## src/hw/rtl/gmd_pkg.sv

```systemverilog
// shared types, constants and table functions for the gradient magnitude and direction core
package gmd_pkg;

  localparam logic [63:0] PI_Q60 = 64'h3243F6A8885A308D;
  localparam int CORDIC_STEPS = 50;
  localparam int XY_W = 49;
  localparam int Z_W = 64;
  localparam int ABS_W = 17;
  localparam int SQ_W = 32;
  localparam int MAG_W = 15;
  localparam int ANGLE_W = 16;
  localparam int CORDIC_LATENCY = CORDIC_STEPS + 4;
  localparam int ISQRT_LATENCY = 18;

  localparam logic REG_NEGATE_X = 1'b0;
  localparam logic REG_NEGATE_Y = 1'b1;

  typedef struct packed {
    logic x_neg;
    logic y_neg;
    logic zero;
    logic ax_zero;
    logic ay_zero;
  } gmd_quad_t;

  // restoring division, elaboration only
  function automatic logic [63:0] udiv64(logic [63:0] num, logic [63:0] den);
    logic [63:0] q;
    logic [64:0] r;
    q = '0;
    r = '0;
    for (int b = 63; b >= 0; b--) begin
      r = {r[63:0], num[b]};
      if (r >= {1'b0, den}) begin
        r = r - {1'b0, den};
        q[b] = 1'b1;
      end
    end
    return q;
  endfunction

  // atan(2^-i) in q60 from its series
  function automatic logic signed [63:0] atan_pow2(int i);
    logic signed [63:0] sum;
    logic [63:0] term;
    int sh;
    sum = '0;
    if (i == 0) begin
      sum = signed'(PI_Q60 >> 2);
    end else begin
      for (int k = 0; k < 64; k++) begin
        sh = i * (2 * k + 1);
        if (sh <= 60) begin
          term = udiv64(64'd1 << (60 - sh), 64'(2 * k + 1));
          if (k % 2 == 1) sum = sum - signed'(term);
          else sum = sum + signed'(term);
        end
      end
    end
    return sum;
  endfunction

endpackage

```

## src/hw/rtl/gmd_isqrt.sv

```systemverilog
// pipelined rounded integer square root with saturation
module gmd_isqrt (
  input  logic                      clk,
  input  logic [gmd_pkg::SQ_W-1:0]  sq_x,
  input  logic [gmd_pkg::SQ_W-1:0]  sq_y,
  output logic [gmd_pkg::MAG_W-1:0] mag
);

  localparam int ROOT_W = 16;
  localparam int REM_W = 33;

  logic [ROOT_W-1:0] root [0:ROOT_W];
  logic [REM_W-1:0]  rem  [0:ROOT_W];

  always_ff @(posedge clk) begin
    root[0] <= '0;
    rem[0]  <= REM_W'(sq_x) + REM_W'(sq_y);
  end

  for (genvar j = 0; j < ROOT_W; j++) begin : g_bit
    localparam int B = ROOT_W - 1 - j;
    logic [REM_W-1:0] delta;
    assign delta = (REM_W'(root[j]) << (B + 1)) + (REM_W'(1) << (2 * B));
    always_ff @(posedge clk) begin
      if (delta <= rem[j]) begin
        rem[j+1]  <= rem[j] - delta;
        root[j+1] <= root[j] | (ROOT_W'(1) << B);
      end else begin
        rem[j+1]  <= rem[j];
        root[j+1] <= root[j];
      end
    end
  end

  logic [ROOT_W:0] rounded;
  assign rounded = (rem[ROOT_W] > REM_W'(root[ROOT_W])) ? ({1'b0, root[ROOT_W]} + 1'b1)
                                                         : {1'b0, root[ROOT_W]};

  always_ff @(posedge clk) begin
    if (rounded > (ROOT_W+1)'(32767)) mag <= '1;
    else mag <= rounded[gmd_pkg::MAG_W-1:0];
  end

endmodule

```

## config.mk

```make
export PLATFORM = sky130hd
export DESIGN_NAME = gmd_isqrt
export DESIGN_NICKNAME = d
export VERILOG_FILES = /design/src/hw/rtl/gmd_pkg.sv /design/src/hw/rtl/gmd_isqrt.sv
export SDC_FILE = /design/constraint.sdc
export NUM_CORES = 1
export LEC_CHECK = 0
export ABC_CLOCK_PERIOD_IN_PS = 4000
export CELL_PAD_IN_SITES_DETAIL_PLACEMENT = 2
export CELL_PAD_IN_SITES_GLOBAL_PLACEMENT = 2
export CORE_AREA = 2 2 336 338
export DETAILED_ROUTE_END_ITERATION = 12
export DIE_AREA = 0 0 338 340
export DONT_BUFFER_PORTS = 1
export PLACE_DENSITY = 0.54
export SLEW_MARGIN = 20
export SYNTH_ARGS = -nofsm -noshare
export SYNTH_HDL_FRONTEND = slang
export SYNTH_SLANG_ARGS = --single-unit
export TNS_END_PERCENT = 50
```

## constraint.sdc

```tcl
create_clock -name clk -period 4 [get_ports clk]
set_input_delay 0.6 -clock clk [delete_from_list [all_inputs] [get_ports clk]]
set_output_delay 0.6 -clock clk [all_outputs]
set_load 0.005 [all_outputs]
```

==> flow_metrics.py <==
metrics = {
    "worst_hold_path": {
        "hold_class": "in2reg",
    },
    "die": {
        "die_area_mm2": 0.1149,
        "pin_count": 80,
        "core_area_mm2": 0.1116,
        "floorplan.initialDensity": 0.2482,
        "die_y_um": 340,
        "row_count": 123,
        "die_width_um": 338,
    },
    "worst_setup_path": {
        "criticalPathCategory": "reg2reg",
        "crit_path_end_kind": "flop",
        "crit_slowest_cell": "a211oi_1",
        "worstPathArrival_ns": 4.11,
        "start_kind": "flop",
        "ff2ff_setup_slack_ns": 0.42,
        "required_ns": 4.52,
        "worst-path-buf-inv": 1,
        "cp_common_cell": "a211oi_1",
        "critPathMaxFanout": 8,
        "cp_cell_sequence": "inv_1 -> ha_1 -> o21ai_0 -> a211oi_1 -> a221o_1 -> a21boi_1 -> a211oi_1 -> nor2_2 -> nor3_2 -> nand4_1 -> xnor2_1",
        "critPathMaxStageDelay_ns": 0.57,
        "crit_family": "compound AO/OA/AOI/OAI gates",
    },
    "cts": {
        "post_cts_buffers": 0,
        "cts_buffers": 83,
        "cts.clk_slew.worst_paths_ns": 0.06,
        "clk_latency_ns": 0.65,
        "ctsHtreeMaxLevel": 3,
        "cts_root_buf": "clkbuf_16",
        "cts_tree": "built",
        "cts_sinks": 712,
        "clock_path_buffers": 3,
    },
    "synthesis": {
        "avgSynthCellArea_um2": 9.932,
        "synthCells": 2788,
        "synth_seq_cells": 712,
        "yosysWarnings": 0,
        "syn_area_mm2": 0.02769,
        "synth-edff-count": 0,
        "synthFlopType": "dfxtp_1",
        "ys_async_sr_fraction": 0,
        "yosysSeqAreaShare": 0.5148,
        "synth_cell_types": 77,
        "synth_nets": 3055,
    },
    "sta": {
        "fin_crit_ns": 3.583,
        "max_freq_mhz": 279.1,
        "setup_viol": 0,
        "rsz0062_at_grt": "false",
        "slew_viol_final": 0,
        "fin_skew_ns": 0.04615,
        "tightestPinTransition_ns": 0.8439,
        "worst_slack_ns": 0.4171,
        "hold_violations": 0,
        "fin_setup_tns_ns": 0,
        "relSlewSlack": 0.4229,
        "post-route-period-util": 0.8957,
    },
    "pwr": {
        "powerDensity_mw_per_mm2": 852.7,
        "leakagePower_nw": 14.49,
        "vdd_drop_max_mv": 0.3722,
    },
    "cells_and_area": {
        "final_layout_size_suffix_gt1_frac": 0.06728,
        "design_area_mm2": 0.03252,
        "final-instance-count-excl-fill": 4428,
        "fin_nets": 3128,
        "final_util": 0.2914,
        "num_antenna_cells": 0,
        "area_delta_synth_final_pct": 17.44,
        "fillers": 12270,
    },
    "placement": {
        "placed_cell_area_mm2": 0.02959,
        "place_congestion": 0.7914,
        "dp_hpwl_um": 60050,
        "dp_cells": 4276,
        "place_ws_ns": 0.2947,
        "portBuffers": 0,
    },
    "global_routing": {
        "grt_max_degree": 33,
        "antenna_found_initial": 4,
        "grt_pass1_wl_um": 120800,
        "overflow": 0,
        "grt_use_total": 0.1322,
        "grt_pass1_vias": 21910,
    },
    "drt": {
        "vias_per_cell": 4.437,
        "wirelength_um": 75290,
        "final_antenna_net_count": 0,
        "vias": 19650,
        "drc": 0,
        "wl_per_cell_um": 17.00,
        "drt_pass1_iterations": 6,
        "drtIter0Drc": 605,
    },
    "flow_run": {
        "maxCapViolations": 0,
    },
    "outcome": {
        "status": "finished clean",
    },
}
==> cells by family (layout without fill, tap and decap cells) <==
| family | after synthesis | count (layout) | share of synthesized area |
|---|---|---|---|
| XOR/XNOR | 265 | 265 | 0.08382 |
| AO/OA/AOI/OAI | 496 | 496 | 0.1114 |
| buffers and inverters | 247 | 387 | 0.03385 |
| adder cells (fa/ha/maj) | 202 | 202 | 0.09155 |
| multiplexers | 20 | 20 | 0.007818 |
| flip-flops | 712 | 712 | 0.5148 |
| AND/OR/NAND/NOR | 846 | 846 | 0.1568 |
==> through the flow <==
stage / hold slack, ns / power, W
after floorplan: 0.3224 / 0.01713
after global placement: 0.3345 / 0.01983
after detailed placement: 0.3403 / 0.02014
after CTS: 0.06762 / 0.02832
after global routing: 0.07069 / 0.02984
final: 0.1120 / 0.02773
==> flip-flops by register name, indices dropped and copies added (netlist names) <==
name and cells:
rem 561, root 136, mag 15
==> placed cells by master, fill, tap and decap left out, types with 16 or more instances in the layout <==
master,count
nand4_1,37
nor2b_1,31
nor3_1,67
nor4_1,69
o31ai_1,25
inv_1,214
a21o_1,53
or3_1,28
clkbuf_8,22
clkinv_2,21
nand2_1,221
a21oi_1,116
xnor2_1,162
or4_1,23
dfxtp_1,712
nand3_1,64
o21a_1,48
nand2b_1,40
xor2_1,103
o21ai_0,159
buf_4,20
nor2_1,167
ha_1,201
and3_1,16
clkbuf_16,84
==> final timing paths <==
check / from / end / cells after the start
hold reg to reg: rem[6][14]$_DFF_P_ / rem[7][14]$_DFF_P_ / 0
hold / removal: sq_y[0] / rem[0][0]$_DFF_P_ / 1
setup reg to reg: root[15][1]$_DFF_P_ / rem[16][30]$_DFF_P_ / 11
setup / recovery: root[15][1]$_DFF_P_ / rem[16][30]$_DFF_P_ / 11
==> synthesized netlist by cell type, types with 12 or more instances <==
cell	count	share of area
xor2_1	103	0.033
and2_1	12	0.0027
nand2_1	221	0.030
nor2_1	168	0.023
or4_1	23	0.0062
mux2_2	12	0.0049
o31ai_1	26	0.0070
nand4_1	37	0.0084
nor4_1	69	0.016
a21o_1	53	0.014
nand3_1	64	0.012
or3_1	28	0.0063
nor3_1	67	0.012
clkbuf_1	25	0.0034
a21oi_1	116	0.021
nor4b_1	12	0.0038
nand3b_1	15	0.0041
xnor2_1	162	0.051
and3_1	16	0.0036
dfxtp_1	712	0.51
inv_1	214	0.029
o21a_1	48	0.013
ha_1	201	0.091
nor2b_1	31	0.0070
nand2b_1	40	0.0090
a31oi_1	15	0.0034
o21ai_0	159	0.029
==> power breakdown <==
group	switching, W	internal, W	leakage (nW)
Sequential	0.00191	0.00966	5.97
Combinational	0.00458	0.00369	7.07
Clock	0.00310	0.00480	1.45
==> worst reg2reg max path, cell delays in order, from the launching register on <==
cell and delay (ns):
dfxtp_1 0.32, inv_1 0.05, ha_1 0.35, o21ai_0 0.16
a211oi_1 0.57, a221o_1 0.40, a21boi_1 0.17, a211oi_1 0.45
nor2_2 0.11, nor3_2 0.51, nand4_1 0.21, xnor2_1 0.17
==> layer usage <==
layer / GRT usage / share of wire / vias to the layer above
met5: 0 / 0.00017 / -
met4: 0.04870 / 0.035 / 2
met3: 0.02330 / 0.026 / 139
met2: 0.2416 / 0.51 / 206
met1: 0.1522 / 0.43 / 9524
li1: - / - / 9776
==> final cells by class <==
type                       count  area [um2]  share of cell area
clock inverter                39       486.7             0.01497
clock buffer                 113        2431             0.07476
inverter                     215       807.0             0.02482
sequential                   712       14250              0.4383
tap                         1500        1877             0.05771
multi-input combinational   1829       12510              0.3848
timing repair buffer          20       150.1            0.004617
==> what timing repair did <==
| item | in CTS | in global routing |
|---|---|---|
| hold buffers | 0 | 0 |
| setup endpoints to repair | 0 | 14 |
| resized for setup | 0 | 1 |
Power figures use the tool's default switching activity.
